===== config.mk =====
export PLATFORM = sky130hd
export DESIGN_NAME = uart_sensor_poll_engine_flat
export DESIGN_NICKNAME = d
export VERILOG_FILES = /design/src/design/usp_pkg.sv /design/src/design/usp_in_if.sv /design/src/design/usp_out_if.sv /design/src/design/usp_cfg_if.sv /design/src/design/usp_ctrl.sv /design/src/design/usp_dpath.sv /design/src/design/uart_sensor_poll_engine.sv /design/src/flat_wrapper.sv
export SDC_FILE = /design/constraint.sdc
export NUM_CORES = 1
export LEC_CHECK = 0
export BUFFER_PORTS_ARGS = -buffer_cell sky130_fd_sc_hd__buf_2
export CAP_MARGIN = 5
export CORE_UTILIZATION = 48
export DETAILED_ROUTE_END_ITERATION = 10
export GPL_TIMING_DRIVEN = 0
export PLACE_DENSITY_LB_ADDON = 0.15
export SYNTH_ARGS = -nofsm -noshare
export SYNTH_HDL_FRONTEND = slang
export SYNTH_SLANG_ARGS = --single-unit

===== constraint.sdc =====
create_clock -name clk -period 3.62 [get_ports clk]
set_input_delay 0.181 -clock clk [delete_from_list [all_inputs] [get_ports clk]]
set_output_delay 0.181 -clock clk [all_outputs]
set_load 0.02 [all_outputs]

===== src/design/usp_pkg.sv =====
// shared types and constants of the sensor poll engine
package usp_pkg;

  localparam int unsigned FUNC_W     = 2;
  localparam int unsigned BYTE_W     = 8;
  localparam int unsigned QUERY_W    = 6;
  localparam int unsigned VALUE_W    = 16;
  localparam int unsigned CFG_IDX_W  = 8;
  localparam int unsigned CFG_DATA_W = 64;

  // input function codes
  localparam logic [FUNC_W-1:0] FUNC_RX    = 2'd0;
  localparam logic [FUNC_W-1:0] FUNC_POLL  = 2'd1;
  localparam logic [FUNC_W-1:0] FUNC_QUERY = 2'd2;

  // configuration register indexes
  localparam logic [CFG_IDX_W-1:0] CFG_ENABLE_MASK     = 8'd0;
  localparam logic [CFG_IDX_W-1:0] CFG_START_MARKER    = 8'd1;
  localparam logic [CFG_IDX_W-1:0] CFG_READ_COMMAND    = 8'd2;
  localparam logic [CFG_IDX_W-1:0] CFG_RESPONSE_MARKER = 8'd3;

  // configuration reset values
  localparam logic [BYTE_W-1:0] START_MARKER_RST    = 8'hAA;
  localparam logic [BYTE_W-1:0] READ_COMMAND_RST    = 8'h01;
  localparam logic [BYTE_W-1:0] RESPONSE_MARKER_RST = 8'hBB;

  // fixed length byte of a read request
  localparam logic [BYTE_W-1:0] REQUEST_LENGTH = 8'h02;

  // result kinds
  localparam logic KIND_TX     = 1'b0;
  localparam logic KIND_ANSWER = 1'b1;

  typedef enum logic [1:0] {
    ST_IDLE,
    ST_SCAN,
    ST_EMIT,
    ST_ANSWER
  } ctl_state_t;

  typedef enum logic [1:0] {
    PH_WAIT    = 2'd0,
    PH_LENGTH  = 2'd1,
    PH_RECEIVE = 2'd2
  } parse_phase_t;

  // which request byte goes out
  typedef enum logic [1:0] {
    SEL_START,
    SEL_CMD,
    SEL_REG,
    SEL_LEN
  } emit_sel_t;

  typedef struct packed {
    logic      rx_take;
    logic      scan_start;
    logic      scan_step;
    logic      scan_take;
    logic      query_rd;
    logic      load_byte;
    emit_sel_t sel;
    logic      load_answer;
  } usp_cmd_t;

  typedef struct packed {
    logic scan_hit;
    logic scan_last;
    logic out_free;
  } usp_status_t;

endpackage


===== src/design/usp_in_if.sv =====
// input word channel
interface usp_in_if;
  logic                           valid;
  logic                           ready;
  logic [usp_pkg::FUNC_W-1:0]     func;
  logic [usp_pkg::BYTE_W-1:0]     rx_byte;
  logic [usp_pkg::QUERY_W-1:0]    query_reg;

  modport source (output valid, output func, output rx_byte, output query_reg, input ready);
  modport sink (input valid, input func, input rx_byte, input query_reg, output ready);
endinterface


===== src/design/usp_out_if.sv =====
// result word channel
interface usp_out_if;
  logic                                valid;
  logic                                ready;
  logic                                kind;
  logic [usp_pkg::BYTE_W-1:0]          tx_byte;
  logic                                last_of_run;
  logic signed [usp_pkg::VALUE_W-1:0]  stored_value;

  modport source (output valid, output kind, output tx_byte, output last_of_run,
                  output stored_value, input ready);
  modport sink (input valid, input kind, input tx_byte, input last_of_run,
                input stored_value, output ready);
endinterface


===== src/design/usp_cfg_if.sv =====
// configuration write channel
interface usp_cfg_if;
  logic                              valid;
  logic                              ready;
  logic [usp_pkg::CFG_IDX_W-1:0]     index;
  logic [usp_pkg::CFG_DATA_W-1:0]    data;

  modport source (output valid, output index, output data, input ready);
  modport sink (input valid, input index, input data, output ready);
endinterface


===== src/design/usp_ctrl.sv =====
// controller state machine of the sensor poll engine
module usp_ctrl (
  input  logic                         clk,
  input  logic                         rst_n,
  input  logic                         in_valid,
  input  logic [usp_pkg::FUNC_W-1:0]   in_func,
  output logic                         in_ready,
  input  usp_pkg::usp_status_t         status,
  output usp_pkg::usp_cmd_t            cmd
);

  usp_pkg::ctl_state_t state_r, state_nxt;
  usp_pkg::emit_sel_t  emit_r, emit_nxt;

  // state registers
  always_ff @(posedge clk) begin
    if (!rst_n) begin
      state_r <= usp_pkg::ST_IDLE;
      emit_r  <= usp_pkg::SEL_START;
    end else begin
      state_r <= state_nxt;
      emit_r  <= emit_nxt;
    end
  end

  // next state and commands
  always_comb begin
    state_nxt = state_r;
    emit_nxt  = emit_r;
    in_ready  = 1'b0;
    cmd       = '0;
    cmd.sel   = emit_r;
    unique case (state_r)
      usp_pkg::ST_IDLE: begin
        in_ready = 1'b1;
        if (in_valid) begin
          unique case (in_func)
            usp_pkg::FUNC_RX: begin
              cmd.rx_take = 1'b1;
            end
            usp_pkg::FUNC_POLL: begin
              cmd.scan_start = 1'b1;
              state_nxt      = usp_pkg::ST_SCAN;
            end
            usp_pkg::FUNC_QUERY: begin
              cmd.query_rd = 1'b1;
              state_nxt    = usp_pkg::ST_ANSWER;
            end
            default: begin
              state_nxt = usp_pkg::ST_IDLE;
            end
          endcase
        end
      end
      usp_pkg::ST_SCAN: begin
        priority if (status.scan_hit) begin
          cmd.scan_take = 1'b1;
          emit_nxt      = usp_pkg::SEL_START;
          state_nxt     = usp_pkg::ST_EMIT;
        end else if (status.scan_last) begin
          state_nxt = usp_pkg::ST_IDLE;
        end else begin
          cmd.scan_step = 1'b1;
        end
      end
      usp_pkg::ST_EMIT: begin
        if (status.out_free) begin
          cmd.load_byte = 1'b1;
          unique case (emit_r)
            usp_pkg::SEL_START: emit_nxt = usp_pkg::SEL_CMD;
            usp_pkg::SEL_CMD:   emit_nxt = usp_pkg::SEL_REG;
            usp_pkg::SEL_REG:   emit_nxt = usp_pkg::SEL_LEN;
            default: begin
              emit_nxt  = usp_pkg::SEL_START;
              state_nxt = usp_pkg::ST_IDLE;
            end
          endcase
        end
      end
      default: begin
        if (status.out_free) begin
          cmd.load_answer = 1'b1;
          state_nxt       = usp_pkg::ST_IDLE;
        end
      end
    endcase
  end

endmodule


===== src/design/usp_dpath.sv =====
// datapath: config, parser, poll scan, value table and output register
module usp_dpath #(
  parameter int unsigned NUM_REGS = 64
) (
  input  logic                                clk,
  input  logic                                rst_n,
  input  usp_pkg::usp_cmd_t                   cmd,
  output usp_pkg::usp_status_t                status,
  input  logic [usp_pkg::BYTE_W-1:0]          in_rx_byte,
  input  logic [usp_pkg::QUERY_W-1:0]         in_query_reg,
  input  logic                                cfg_wr,
  input  logic [usp_pkg::CFG_IDX_W-1:0]       cfg_index,
  input  logic [usp_pkg::CFG_DATA_W-1:0]      cfg_data,
  output logic                                out_valid,
  input  logic                                out_ready,
  output logic                                out_kind,
  output logic [usp_pkg::BYTE_W-1:0]          out_tx_byte,
  output logic                                out_last_of_run,
  output logic signed [usp_pkg::VALUE_W-1:0]  out_stored_value
);

  localparam int unsigned IDX_W = $clog2(NUM_REGS);
  localparam logic [IDX_W-1:0] IDX_LAST = IDX_W'(NUM_REGS - 1);

  // configuration registers
  logic [NUM_REGS-1:0]         enable_r;
  logic [usp_pkg::BYTE_W-1:0]  start_r;
  logic [usp_pkg::BYTE_W-1:0]  rdcmd_r;
  logic [usp_pkg::BYTE_W-1:0]  resp_r;

  always_ff @(posedge clk) begin
    if (!rst_n) begin
      enable_r <= '0;
      start_r  <= usp_pkg::START_MARKER_RST;
      rdcmd_r  <= usp_pkg::READ_COMMAND_RST;
      resp_r   <= usp_pkg::RESPONSE_MARKER_RST;
    end else if (cfg_wr) begin
      unique case (cfg_index)
        usp_pkg::CFG_ENABLE_MASK:     enable_r <= cfg_data[NUM_REGS-1:0];
        usp_pkg::CFG_START_MARKER:    start_r  <= cfg_data[usp_pkg::BYTE_W-1:0];
        usp_pkg::CFG_READ_COMMAND:    rdcmd_r  <= cfg_data[usp_pkg::BYTE_W-1:0];
        usp_pkg::CFG_RESPONSE_MARKER: resp_r   <= cfg_data[usp_pkg::BYTE_W-1:0];
        default: enable_r <= enable_r;
      endcase
    end
  end

  // response parser
  usp_pkg::parse_phase_t       phase_r, phase_nxt;
  logic [usp_pkg::BYTE_W-1:0]  len_r, len_nxt;
  logic [usp_pkg::BYTE_W-1:0]  cnt_r, cnt_nxt;
  logic [usp_pkg::BYTE_W-1:0]  plo_r, plo_nxt;
  logic [usp_pkg::BYTE_W-1:0]  phi_r, phi_nxt;
  logic                        tbl_we;

  always_comb begin
    phase_nxt = phase_r;
    len_nxt   = len_r;
    cnt_nxt   = cnt_r;
    plo_nxt   = plo_r;
    phi_nxt   = phi_r;
    tbl_we    = 1'b0;
    if (cmd.rx_take) begin
      unique case (phase_r)
        usp_pkg::PH_LENGTH: begin
          len_nxt   = in_rx_byte;
          cnt_nxt   = '0;
          phase_nxt = (in_rx_byte == '0) ? usp_pkg::PH_WAIT : usp_pkg::PH_RECEIVE;
        end
        usp_pkg::PH_RECEIVE: begin
          if (cnt_r == 8'd0) begin
            plo_nxt = in_rx_byte;
          end else if (cnt_r == 8'd1) begin
            phi_nxt = in_rx_byte;
          end
          cnt_nxt = cnt_r + 8'd1;
          if (cnt_nxt == len_r) begin
            phase_nxt = usp_pkg::PH_WAIT;
            tbl_we    = 1'b1;
          end
        end
        default: begin
          phase_nxt = (in_rx_byte == resp_r) ? usp_pkg::PH_LENGTH : usp_pkg::PH_WAIT;
        end
      endcase
    end
  end

  always_ff @(posedge clk) begin
    if (!rst_n) begin
      phase_r <= usp_pkg::PH_WAIT;
      len_r   <= '0;
      cnt_r   <= '0;
      plo_r   <= '0;
      phi_r   <= '0;
    end else begin
      phase_r <= phase_nxt;
      len_r   <= len_nxt;
      cnt_r   <= cnt_nxt;
      plo_r   <= plo_nxt;
      phi_r   <= phi_nxt;
    end
  end

  // round-robin scan, one register a cycle
  logic [IDX_W-1:0] ptr_r, pend_r, cand_r, scnt_r;
  logic [IDX_W-1:0] ptr_inc, cand_inc;

  assign ptr_inc  = (ptr_r == IDX_LAST) ? '0 : ptr_r + 1'b1;
  assign cand_inc = (cand_r == IDX_LAST) ? '0 : cand_r + 1'b1;

  always_ff @(posedge clk) begin
    if (!rst_n) begin
      ptr_r  <= '0;
      pend_r <= '0;
      cand_r <= '0;
      scnt_r <= '0;
    end else begin
      if (cmd.scan_start) begin
        cand_r <= ptr_inc;
        scnt_r <= '0;
      end else if (cmd.scan_step) begin
        cand_r <= cand_inc;
        scnt_r <= scnt_r + 1'b1;
      end
      if (cmd.scan_take) begin
        ptr_r  <= cand_r;
        pend_r <= cand_r;
      end
    end
  end

  assign status.scan_hit  = enable_r[cand_r];
  assign status.scan_last = (scnt_r == IDX_LAST);

  // value table with per-entry valid bits
  logic [usp_pkg::VALUE_W-1:0] tbl_mem [NUM_REGS];
  logic [NUM_REGS-1:0]         tbl_vld_r;
  logic [usp_pkg::VALUE_W-1:0] rd_data_r;
  logic                        rd_ok_r;
  logic [IDX_W-1:0]            qidx;
  logic                        q_in_range;

  assign qidx       = in_query_reg[IDX_W-1:0];
  assign q_in_range = ({1'b0, in_query_reg} < (usp_pkg::QUERY_W + 1)'(NUM_REGS));

  always_ff @(posedge clk) begin
    if (tbl_we) begin
      tbl_mem[pend_r] <= {phi_nxt, plo_nxt};
    end
    if (cmd.query_rd) begin
      rd_data_r <= tbl_mem[qidx];
    end
  end

  always_ff @(posedge clk) begin
    if (!rst_n) begin
      tbl_vld_r <= '0;
      rd_ok_r   <= 1'b0;
    end else begin
      if (tbl_we) begin
        tbl_vld_r[pend_r] <= 1'b1;
      end
      if (cmd.query_rd) begin
        rd_ok_r <= q_in_range && tbl_vld_r[qidx];
      end
    end
  end

  // request byte select
  logic [usp_pkg::BYTE_W-1:0] frame_byte;

  always_comb begin
    unique case (cmd.sel)
      usp_pkg::SEL_START: frame_byte = start_r;
      usp_pkg::SEL_CMD:   frame_byte = rdcmd_r;
      usp_pkg::SEL_REG:   frame_byte = usp_pkg::BYTE_W'(ptr_r);
      default:            frame_byte = usp_pkg::REQUEST_LENGTH;
    endcase
  end

  // output register
  logic                        out_vld_r;
  logic                        out_kind_r;
  logic [usp_pkg::BYTE_W-1:0]  out_tx_r;
  logic                        out_last_r;
  logic [usp_pkg::VALUE_W-1:0] out_val_r;

  assign status.out_free = !out_vld_r || out_ready;

  always_ff @(posedge clk) begin
    if (!rst_n) begin
      out_vld_r <= 1'b0;
    end else if (cmd.load_byte || cmd.load_answer) begin
      out_vld_r <= 1'b1;
    end else if (out_ready) begin
      out_vld_r <= 1'b0;
    end
  end

  always_ff @(posedge clk) begin
    if (cmd.load_byte) begin
      out_kind_r <= usp_pkg::KIND_TX;
      out_tx_r   <= frame_byte;
      out_last_r <= (cmd.sel == usp_pkg::SEL_LEN);
      out_val_r  <= '0;
    end else if (cmd.load_answer) begin
      out_kind_r <= usp_pkg::KIND_ANSWER;
      out_tx_r   <= '0;
      out_last_r <= 1'b1;
      out_val_r  <= rd_ok_r ? rd_data_r : '0;
    end
  end

  assign out_valid        = out_vld_r;
  assign out_kind         = out_kind_r;
  assign out_tx_byte      = out_tx_r;
  assign out_last_of_run  = out_last_r;
  assign out_stored_value = $signed(out_val_r);

endmodule


===== src/design/uart_sensor_poll_engine.sv =====
// top level of the round-robin sensor poll engine
//
//   channel  dir  word                                         handshake
//   in_s     in   func, rx_byte, query_reg                     valid/ready
//   out_s    out  kind, tx_byte, last_of_run, stored_value     valid/ready
//   cfg_s    in   index, data                                  valid/ready, always ready
//
// received byte: in_ready again on the next cycle
// query: registered table read, then the answer enters the output register
// poll tick: scans one to NUM_REGS registers (one register per cycle), then, on a hit, four
//   request bytes, one per cycle while the output register drains
// reset clears all control state and the table valid bits
// a stalled output holds its word; no new word is loaded until it is taken
module uart_sensor_poll_engine #(
  parameter int unsigned NUM_REGS = 64
) (
  input  logic              clk,
  input  logic              rst_n,
  usp_in_if.sink            in_s,
  usp_out_if.source         out_s,
  usp_cfg_if.sink           cfg_s
);

  usp_pkg::usp_cmd_t    cmd;
  usp_pkg::usp_status_t status;
  logic                 cfg_wr;

  // config writes are taken at any time
  assign cfg_s.ready = 1'b1;
  assign cfg_wr      = cfg_s.valid;

  usp_ctrl u_ctrl (
    .clk      (clk),
    .rst_n    (rst_n),
    .in_valid (in_s.valid),
    .in_func  (in_s.func),
    .in_ready (in_s.ready),
    .status   (status),
    .cmd      (cmd)
  );

  usp_dpath #(
    .NUM_REGS (NUM_REGS)
  ) u_dpath (
    .clk              (clk),
    .rst_n            (rst_n),
    .cmd              (cmd),
    .status           (status),
    .in_rx_byte       (in_s.rx_byte),
    .in_query_reg     (in_s.query_reg),
    .cfg_wr           (cfg_wr),
    .cfg_index        (cfg_s.index),
    .cfg_data         (cfg_s.data),
    .out_valid        (out_s.valid),
    .out_ready        (out_s.ready),
    .out_kind         (out_s.kind),
    .out_tx_byte      (out_s.tx_byte),
    .out_last_of_run  (out_s.last_of_run),
    .out_stored_value (out_s.stored_value)
  );

endmodule


===== src/flat_wrapper.sv =====
// flat-port wrapper written by rule: the top's interface ports become plain ports
module uart_sensor_poll_engine_flat 
#(
  parameter int unsigned NUM_REGS = 64
)
  (clk, rst_n, in_s_valid, in_s_func, in_s_rx_byte, in_s_query_reg, in_s_ready, out_s_valid, out_s_kind, out_s_tx_byte, out_s_last_of_run, out_s_stored_value, out_s_ready, cfg_s_valid, cfg_s_index, cfg_s_data, cfg_s_ready);
  usp_in_if in_s_i ();
  usp_out_if out_s_i ();
  usp_cfg_if cfg_s_i ();
  input  logic clk;
  input  logic rst_n;
  input wire logic [$bits(in_s_i.valid)-1:0] in_s_valid;
  input wire logic [$bits(in_s_i.func)-1:0] in_s_func;
  input wire logic [$bits(in_s_i.rx_byte)-1:0] in_s_rx_byte;
  input wire logic [$bits(in_s_i.query_reg)-1:0] in_s_query_reg;
  output wire logic [$bits(in_s_i.ready)-1:0] in_s_ready;
  output wire logic [$bits(out_s_i.valid)-1:0] out_s_valid;
  output wire logic [$bits(out_s_i.kind)-1:0] out_s_kind;
  output wire logic [$bits(out_s_i.tx_byte)-1:0] out_s_tx_byte;
  output wire logic [$bits(out_s_i.last_of_run)-1:0] out_s_last_of_run;
  output wire logic [$bits(out_s_i.stored_value)-1:0] out_s_stored_value;
  input wire logic [$bits(out_s_i.ready)-1:0] out_s_ready;
  input wire logic [$bits(cfg_s_i.valid)-1:0] cfg_s_valid;
  input wire logic [$bits(cfg_s_i.index)-1:0] cfg_s_index;
  input wire logic [$bits(cfg_s_i.data)-1:0] cfg_s_data;
  output wire logic [$bits(cfg_s_i.ready)-1:0] cfg_s_ready;
  assign in_s_i.valid = in_s_valid;
  assign in_s_i.func = in_s_func;
  assign in_s_i.rx_byte = in_s_rx_byte;
  assign in_s_i.query_reg = in_s_query_reg;
  assign in_s_ready = in_s_i.ready;
  assign out_s_valid = out_s_i.valid;
  assign out_s_kind = out_s_i.kind;
  assign out_s_tx_byte = out_s_i.tx_byte;
  assign out_s_last_of_run = out_s_i.last_of_run;
  assign out_s_stored_value = out_s_i.stored_value;
  assign out_s_i.ready = out_s_ready;
  assign cfg_s_i.valid = cfg_s_valid;
  assign cfg_s_i.index = cfg_s_index;
  assign cfg_s_i.data = cfg_s_data;
  assign cfg_s_ready = cfg_s_i.ready;
  uart_sensor_poll_engine #(.NUM_REGS(NUM_REGS)) u_core (.clk(clk), .rst_n(rst_n), .in_s(in_s_i), .out_s(out_s_i), .cfg_s(cfg_s_i));
endmodule

Word level (Yosys, flattened, before mapping)
Memories as Yosys holds them, arrays and structs flattened. A register that Yosys moved wholly into a read port is not among the register bits.
Index checks and enable logic that the tools add are counted.

operators by class
  reduce and logical (&&, ||, !) cells = 28
  equal/unequal tests = 25
  multiplexer cells = 62
  add/subtract/negate cells = 4
  bitwise logic cells = 2
  $lt $le $gt $ge = 4

operators with widths
  operator                                              number
  two-way mux 8 bit                                     9
  OR 64 bit                                             1
  two-way mux 2 bit                                     13
  two-way mux 1 bit                                     25
  zero test 8 bit                                       3
  two-way mux 6 bit                                     4
  case mux 8 bit (3 select lines)                       1
  < comparator 6 x 7 -> 1 bit (second input constant)   3
  adder 6 x 1 -> 6 bit (second input constant)          3
  equality test 6 bit (second input constant)           3
  case mux 2 bit (3 select lines)                       3
  equality test 8 x 1 -> 1 bit (second input constant)  2
  equality test 8 x 2 -> 1 bit (second input constant)  2
  equality test 8 bit                                   2
  two-way mux 16 bit                                    1
  case mux 8 bit (2 select lines)                       1
  AND reduction 2 bit                                   7
  binary-select mux 1 bit (select 6 bit)                2
  equality test 2 bit (second input constant)           5
  nonzero test 2 bit                                    5
  adder 8 x 1 -> 8 bit (second input constant)          1
  equality test 2 x 1 -> 1 bit (second input constant)  4
  != test 2 bit (second input constant)                 4
  case mux 2 bit (2 select lines)                       2
  14 further kinds                                      19

storage, ports and cells
  memories = 1
  flip-flop bits (word level) = 236
  input port bits = 93
  RAM bits = 1,024
  output and inout port bits = 29
  word-level logic and storage cells = 147

memories
  name                    words  bits a word  read ports  clocked after Yosys merged registers in  write ports  RTL line          text
  u_core.u_dpath.tbl_mem  64     16           1           1                                        1            usp_dpath.sv:137  logic [usp_pkg::VALUE_W-1:0] tbl_mem [NUM_REGS];

Longest topological paths before layout
Gate-level depths: netlist of the first run.

  depth after elaboration = 7
  gate-level depth with buffers = 10
  depth with buffers taken out = 8

By module
A second synthesis of the first run with hierarchy kept.

unflattened totals
  cell total of the unflattened synthesis = 2,679
  area total of the unflattened synthesis = 49,812.8 um^2

by module, submodules not included
  module                   seq. area each (um^2)  cells an instance  times used  area each (um^2)
  usp_dpath                35,964.5               2,634              1           49,436.2
  usp_ctrl                 80.1                   43                 1           365.4
  uart_sensor_poll_engine  0.0                    2                  1           11.3

Least setup slack after synthesis of the first run
OpenSTA, ideal clock, no wires.

  path type = flip-flop to flip-flop
  start point = register u_core.u_dpath.cnt_r[0] in the netlist's numbering
  end point = memory u_core.u_dpath.tbl_mem[60][0] in the netlist's numbering, enable pin
  stages on the path, launching flop included = 9
  data arrival time = 2.499 ns
  library setup time = 0.390 ns
  setup slack = 0.731 ns
  period minus slack after synthesis = 2.889 ns
  data required time = 3.230 ns
  buffers on the path = 1
  path through = dfxtp_1 > inv_1 > ha_1 > xor2_1 > nor3_1 > o2111a_1 > buf_2 > nand4b_1 > nor2_1

between the ends
  cells in the longest elaborated chain, start to end = 7

ends and longest elaborated chain
  what                                     RTL line          text
  start, declared                          usp_dpath.sv:51   logic [usp_pkg::BYTE_W-1:0] cnt_r, cnt_nxt;
  start signal, assigned                   usp_dpath.sv:99   cnt_r <= cnt_nxt;
  adder 8 x 1 -> 8 bit                     usp_dpath.sv:76   cnt_nxt = cnt_r + 8'd1;
  equality test 8 bit                      usp_dpath.sv:77   if (cnt_nxt == len_r) begin
  two-way mux 1 bit                        usp_dpath.sv:77
  two-way mux 1 bit                        usp_dpath.sv:64   unique case (phase_r)
  two-way mux 1 bit                        usp_dpath.sv:63   if (cmd.rx_take) begin
  two-way mux 1 bit                        usp_dpath.sv:148  if (tbl_we) begin
  two-way mux 1 bit (not written as such)  usp_dpath.sv:149  tbl_mem[pend_r] <= {phi_nxt, plo_nxt};
  end, declared                            usp_dpath.sv:137

No other way between the ends.

Final worst setup path of the first run
  start point = register u_core.u_ctrl.state_r[0]
  end point = memory u_core.u_dpath.tbl_mem[7][5] in the netlist's numbering (data pin)

between the ends
  cells in the longest elaborated chain, start to end = 3

ends and longest elaborated chain
  what                                       RTL line         text
  start, declared                            usp_ctrl.sv:12   usp_pkg::ctl_state_t state_r, state_nxt;
  start signal, assigned                     usp_ctrl.sv:18   state_r <= usp_pkg::ST_IDLE;
  start signal, assigned                     usp_ctrl.sv:21   state_r <= state_nxt;
  zero test 2 bit                            usp_ctrl.sv:33   unique case (state_r)
  two-way mux 2 bit                          usp_ctrl.sv:33
  two-way mux 8 bit                          usp_dpath.sv:63
  named net u_core.u_dpath.plo_nxt, one bit  usp_dpath.sv:52  logic [usp_pkg::BYTE_W-1:0] plo_r, plo_nxt;

The timed path passes the listed nets, and every way through them passes these cells.

==> impl_metrics.env, run 1 <==
export IMPL_critPathMaxFanout=33
export IMPL_fillers=7681
export IMPL_start_util=0.486
export IMPL_cp_end_kind="flip-flop"
export IMPL_core_area_um2=102000
export IMPL_dp_slack_ns=-0.362
export IMPL_cts_buffer_depth=3
export IMPL_finalInstanceArea_um2=58600
export IMPL_synth_area_leaders="edfxtp_1, mux4_2, dfxtp_1"
export IMPL_ioPinCount=122
export IMPL_die_area_um2=105000
export IMPL_grt_pass1_wl_mm=180
export IMPL_syn_area_um2=49700
export IMPL_area_growth_pct=17.9
export IMPL_timing_final_crit_share=1.02
export IMPL_fin_ws_ns=-0.0546
export IMPL_setup_viol=54
export IMPL_relSlewSlack=0.154
export IMPL_grt_pass1_vias=26700
export IMPL_cts_sinks=1276
export IMPL_synth_top_area_frac=0.634
export IMPL_hold_violations=0
export IMPL_power_density_nw_per_um2=509
export IMPL_drc=0
export IMPL_crit_required_ns=4.17
export IMPL_routabilityCongestion=0.843
export IMPL_max_cap_viol_count=0
export IMPL_routed_via_density=5.91
export IMPL_critical_path_top_delay_family="simple AND/OR/NAND/NOR gates"
export IMPL_synth_net_count=2691
export IMPL_outcome="finished, violations left"
export IMPL_h_tree_depth=4
export IMPL_routed_wl_mm=125
export IMPL_drtPass1Iterations=5
export IMPL_drt_wirelength_per_cell_um=27.9
export IMPL_timing_fmax_mhz=272
export IMPL_skew_ns=0.0197
export IMPL_grt_max_degree=66
export IMPL_start_kind="flip-flop"
export IMPL_postPlaceCellArea_um2=53300
export IMPL_vias=26500
export IMPL_antenna_found_initial=12
export IMPL_slowest_delay_ns=0.94
export IMPL_antenna_left=0
export IMPL_ys_seq_area_frac=0.725
export IMPL_clkTransAtPathRegs_ns=0.06
export IMPL_min_path_type="in -> reg"
export IMPL_layout_nets=3109
export IMPL_p_switching_uw=6100
export IMPL_crit_chain="nor2_1 -> and3_1 -> and2_1 -> buf_2 -> nand4_1 -> mux2_2 -> buf_12"
export IMPL_power_frac_seq=0.527
export IMPL_async_reset_ff_frac=0
export IMPL_synthCells=2583
export IMPL_min_period_ns=3.67
export IMPL_fp_dieH_um=324
export IMPL_cp_slowest_cell="mux2_2"
export IMPL_gr_total_overflow=0
export IMPL_cts_buffers=133
export IMPL_cts_tree="done"
export IMPL_clk_root_buffer_cell="clkbuf_16"
export IMPL_drt_iter0_markers=2717
export IMPL_io_buffers=113
export IMPL_finalPower_uw=29800
export IMPL_critical_path_class="reg -> reg"
export IMPL_violations="setup timing"
export IMPL_clkLatencyLatePin_ns=0.74
export IMPL_intPower_uw=23700
export IMPL_fp_row_count=117
export IMPL_grtUsageTotal=0.243
export IMPL_avgSynthCellArea_um2=19.2
export IMPL_ys_ff_latch=1276
export IMPL_yosysWarnings=0
export IMPL_path_buf_inv=2
export IMPL_ir_drop_mv=0.374
export IMPL_drive_gt1_frac=0.288
export IMPL_worstMarginPinSlew_ns=1.27
export IMPL_ys_types=66
export IMPL_pwr_share_clk=0.442
export IMPL_rsz0062_at_grt="true"
export IMPL_cellLeakagePower_uw=0.0216
export IMPL_yosys_area_top_type="edfxtp_1"
export IMPL_maxSlewViolCount=0
export IMPL_power_switching_share=0.205
export IMPL_combPwrFrac=0.031
export IMPL_synth_edf_count=1049
export IMPL_detailed_place_hpwl_mm=83.0
export IMPL_cp_arrival_ns=4.22
export IMPL_die_width_um=324
export IMPL_synth_main_ff_cell="edfxtp_1"
## cells in the mapped netlist (2+ instances only)
cell type     n
nor2_1      110
mux2i_1      42
mux4_1        3
buf_1        15
mux4_2      369
buf_4        10
dfxtp_1     227
nand2_1     202
nand3_1      27
and3_1        7
clkbuf_1     90
inv_1        16
mux2_2       17
xnor2_1       8
xor2_1       15
nand4b_1      6
nor2b_1       5
o2111a_1      2
o31ai_1       3
or3_1         5
buf_6         6
a22oi_1       7
o21bai_1      2
buf_2        31
a21oi_1      93
a222oi_1      5
nand2b_1      9
o32ai_1       2
nand3b_1      7
a211oi_1      4
nor4_1        6
o21ai_0      29
edfxtp_1   1049
nor3_1        5
a21o_1        2
mux2_1        3
ha_1         15
nand4_1       9
o22ai_1       6
and2_1       19
o21a_1       67
nor3b_1       4
## cell usage in the layout, fill, tap and decap left out, types with 7 or more instances in the layout
master and count:
o21ai_0 29, and2_1 19, dlygate4sd3_1 81, xor2_1 15, mux2_4 11, inv_6 9
nand4_1 9, clkbuf_8 13, mux2_2 7, dfxtp_1 227, ha_1 15, nor2_2 64
and3_1 7, a22oi_1 7, nand3_1 27, clkinv_2 18, nand3b_1 7, nand2_1 202
clkinv_1 15, mux2i_1 42, nor2_1 46, a21oi_1 93, mux4_2 369, buf_8 57
edfxtp_1 1049, clkbuf_1 132, nand2b_1 9, clkbuf_16 137, xnor2_1 8, buf_2 144
buf_1 15, inv_1 16, buf_4 25, o21a_1 67, buf_12 10, buf_16 8
## registers in the layout, indices dropped and copies added (netlist names), 2 cells and up
register / flops
u_core.u_dpath.cand_r: 6
u_core.u_ctrl.emit_r: 2
u_core.u_dpath.phi_r: 8
u_core.u_dpath.out_tx_byte: 8
u_core.u_dpath.cnt_r: 8
u_core.u_dpath.out_stored_value: 16
u_core.u_dpath.phase_r: 2
u_core.u_dpath.enable_r: 64
u_core.u_dpath.tbl_vld_r: 64
u_core.u_dpath.start_r: 8
u_core.u_dpath.pend_r: 6
u_core.u_dpath.rdcmd_r: 8
u_core.u_dpath.scnt_r: 6
u_core.u_dpath.plo_r: 8
u_core.u_dpath.resp_r: 8
u_core.u_dpath.tbl_mem: 1024
u_core.u_dpath.len_r: 8
u_core.u_ctrl.state_r: 2
u_core.u_dpath.rd_data_r: 16
## per-stage QoR
step	util	instances	setup TNS [ns]	hold WS (ns)
6_report	0.573	4479	-1.26	0.110
3_3_place_gp	0.509	4064	-748.30	0.426
2_1_floorplan	-	2583	0	0.306
3_5_place_dp	0.522	4134	-79.67	0.433
4_1_cts	0.573	4476	-9.51	0.0519
5_1_grt	0.573	4478	-11.86	0.0916
## cell type report
| type | count | area, µm² | area share |
|---|---|---|---|
| Buffer | 154 | 712 | 0.0122 |
| Timing Repair Buffer | 283 | 2750 | 0.0470 |
| Sequential cell | 1276 | 36000 | 0.615 |
| Tap cell | 1368 | 1710 | 0.0292 |
| Clock buffer | 193 | 3770 | 0.0644 |
| Clock inverter | 51 | 437 | 0.00746 |
| Antenna cell | 1 | 2.50 | 0.0000427 |
| Multi-Input combinational cell | 1137 | 13100 | 0.223 |
| Inverter | 16 | 60.1 | 0.00103 |
## final timing paths
| check | startpoint | slack (ns) | to | cells after the start |
|---|---|---|---|---|
| worst max-delay path | u_core.u_ctrl.state_r[0] | -0.05 | u_core.u_dpath.tbl_mem[7][5] | 7 |
| worst min-delay path | in_s_query_reg[5] | 0.11 | u_core.u_dpath.rd_data_r[15] | 2 |
| worst max register to register | u_core.u_ctrl.state_r[0] | -0.05 | u_core.u_dpath.tbl_mem[7][5] | 7 |
| worst min register to register | u_core.u_dpath.enable_r[29] | 0.45 | u_core.u_dpath.enable_r[29] | 2 |
## cells by family (layout without fill, tap and decap cells)
kind of cell | after synthesis | count (layout) | synth area share
XOR/XNOR | 24 | 24 | 0.00451
flip-flops | 1276 | 1276 | 0.725
multiplexers | 435 | 435 | 0.182
other | 1 | 2 | 0.0000755
AO/OA/AOI/OAI | 234 | 234 | 0.0303
buffers and inverters | 170 | 697 | 0.0155
adder cells (fa/ha/maj) | 15 | 15 | 0.00378
AND/OR/NAND/NOR | 428 | 428 | 0.0384
## worst reg2reg max path, stage by stage, from the launching register on
cell and delay (ns):
dfxtp_1 0.51, nor2_1 0.41, and3_1 0.29, and2_1 0.21, buf_2 0.25, nand4_1 0.55, mux2_2 0.94, buf_12 0.27
## power groups by stage
stage,logic (µW),clock network (µW),registers (µW)
final,926,13200,15700
after global routing,982,13900,15700
after CTS,930,13400,15700
after detailed placement,864,0,16000
after global placement,851,0,16000
after floorplan,543,0,16000
## metal layers
layer / wire length (µm) / part of all wire / track usage
met5: 13 / 0.00010 / 0
met4: 3190 / 0.026 / 0.0689
met3: 9160 / 0.073 / 0.0435
met2: 60300 / 0.48 / 0.391
met1: 52300 / 0.42 / 0.340
## what timing repair did
action	CTS	global route
pin swaps	7	0
endpoints found under the hold margin	104	0
setup endpoints to repair	886	252
hold buffers	81	0
resized for setup	6	3
buffers inserted	17	0
Power figures use the tool's default switching activity.
==> run 2, diff against run 1 <==
Settings changed: REMOVE_ABC_BUFFERS set to 1.
==> impl_metrics.env, run 2 (synthesis gave the netlist of run 1 again) <==
export IMPL_outcome="completed"
export IMPL_core_area_um2=102000
export IMPL_drt_wirelength_per_cell_um=26.7
export IMPL_critPathMaxFanout=9
export IMPL_grt_pass1_wl_mm=172
export IMPL_critical_path_class="reg -> reg"
export IMPL_cp_end_kind="flip-flop"
export IMPL_antenna_left=0
export IMPL_finalInstanceArea_um2=58300
export IMPL_final_common_cell="edfxtp_1"
export IMPL_power_density_nw_per_um2=510
export IMPL_routabilityCongestion=0.775
export IMPL_gr_total_overflow=0
export IMPL_slowest_delay_ns=0.63
export IMPL_drt_iter0_markers=2485
export IMPL_cts_buffers=134
export IMPL_clkLatencyLatePin_ns=0.74
export IMPL_biggestRegsByFlops="u_core.u_dpath.tbl_mem x1024, u_core.u_dpath.enable_r x64, u_core.u_dpath.tbl_vld_r x64"
export IMPL_die_width_um=324
export IMPL_vias=25300
export IMPL_cellLeakagePower_uw=0.0214
export IMPL_start_util=0.486
export IMPL_largest_reg_flops=1024
export IMPL_fillers=7681
export IMPL_fin_util=0.571
export IMPL_grt_pass1_vias=26300
export IMPL_fp_dieH_um=324
export IMPL_max_cap_viol_count=0
export IMPL_setup_viol=0
export IMPL_finalPower_uw=29700
export IMPL_largest_register="u_core.u_dpath.tbl_mem"
export IMPL_ir_drop_mv=0.370
export IMPL_skew_ns=0.0269
export IMPL_drive_gt1_frac=0.291
export IMPL_relSlewSlack=0.209
export IMPL_postPlaceCellArea_um2=52800
export IMPL_rsz0062_at_grt="true"
export IMPL_crit_required_ns=4.04
export IMPL_grtUsageTotal=0.228
export IMPL_h_tree_depth=4
export IMPL_routed_via_density=5.82
export IMPL_clkTransAtPathRegs_ns=0.06
export IMPL_io_buffers=120
export IMPL_layout_nets=2979
export IMPL_timing_fmax_mhz=288
export IMPL_cts_sinks=1276
export IMPL_drtPass1Iterations=5
export IMPL_drc=0
export IMPL_antenna_found_initial=4
export IMPL_cts_buffer_depth=3
export IMPL_cp_slowest_cell="nor2_2"
export IMPL_hold_violations=0
export IMPL_cts_tree="done"
export IMPL_routed_wl_mm=116
export IMPL_setup_tns_ns=0
export IMPL_min_path_type="in -> reg"
export IMPL_final_cell_mix="edfxtp_1, mux4_2, dfxtp_1"
export IMPL_fp_row_count=117
export IMPL_maxSlewViolCount=0
export IMPL_ioPinCount=122
export IMPL_min_period_ns=3.47
export IMPL_area_growth_pct=17.4
export IMPL_detailed_place_hpwl_mm=73.4
export IMPL_timing_final_crit_share=0.958
export IMPL_worstMarginPinSlew_ns=1.18
export IMPL_grt_max_degree=101
export IMPL_cp_arrival_ns=3.89
export IMPL_holdWs_ns=0.0903
export IMPL_start_kind="flip-flop"
export IMPL_clk_root_buffer_cell="clkbuf_16"
export IMPL_die_area_um2=105000
export IMPL_crit_chain="and4_1 -> a22oi_1 -> o32ai_1 -> o2111a_1 -> nand4_1 -> buf_4 -> nor2_2 -> buf_8"
run 2: stage by stage:
step | setup WS, ns | cells
after CTS | -0.133 | 4347
after detailed placement | -0.744 | 3995
final | 0.150 | 4349
after global routing | -0.0539 | 4348
after global placement | -6.89 | 3917
after floorplan | -1.34 | 2429
run 2: layout make-up:
cell class / instances / area, µm² / area share
Antenna cell: 1 / 2.50 / 0.0000429
Clock buffer: 184 / 3740 / 0.0641
Clock inverter: 61 / 474 / 0.00813
Inverter: 16 / 62.6 / 0.00107
Multi-Input combinational cell: 1137 / 13300 / 0.227
Sequential cell: 1276 / 36000 / 0.618
Tap cell: 1368 / 1710 / 0.0293
Timing Repair Buffer: 306 / 3040 / 0.0520
run 2: path summary, 6_finish.rpt:
check / cells after the start / slack, ns / to / start
setup reg to reg: 8 / 0.15 / u_core.u_dpath.tbl_mem[13][1] / u_core.u_dpath.cnt_r[3]
hold / removal: 2 / 0.09 / u_core.u_dpath.rd_data_r[15] / in_s_query_reg[5]
setup / recovery: 8 / 0.15 / u_core.u_dpath.tbl_mem[13][1] / u_core.u_dpath.cnt_r[3]
hold reg to reg: 2 / 0.45 / u_core.u_dpath.out_stored_value[10] / u_core.u_dpath.out_stored_value[10]
run 2: report_power, final:
group | internal (µW) | switching [µW] | leakage, µW | total (µW)
clock network | 7610 | 5560 | 0.00206 | 13200
registers | 15700 | 48.3 | 0.0138 | 15700
logic | 375 | 452 | 0.00552 | 827
run 2: timing repair:
item | CTS | global route
pin swaps | 9 | 0
buffers inserted | 19 | 0
hold buffers | 88 | 0
endpoints found under the setup margin | 2128 | 676
gates resized for setup | 31 | 15
hold endpoints to repair | 148 | 0
run 2: worst max-delay path, delay by kind of cell (launching register included):
family                 cells  cell delay [ns]
AOI/OAI and AO/OA          3             1.02
buffers and inverters      2             0.49
DFF                        1             0.48
and+or+nand+nor            3             1.16
run 2: metal layers:
| layer | wire, µm | track usage | up-vias |
|---|---|---|---|
| met1 | 47600 | 0.306 | 13300 |
| met3 | 7240 | 0.0397 | 167 |
| met4 | 2330 | 0.0652 | 6 |
| met2 | 58800 | 0.385 | 799 |
| met5 | 39 | 0 | - |
| li1 | - | - | 11000 |
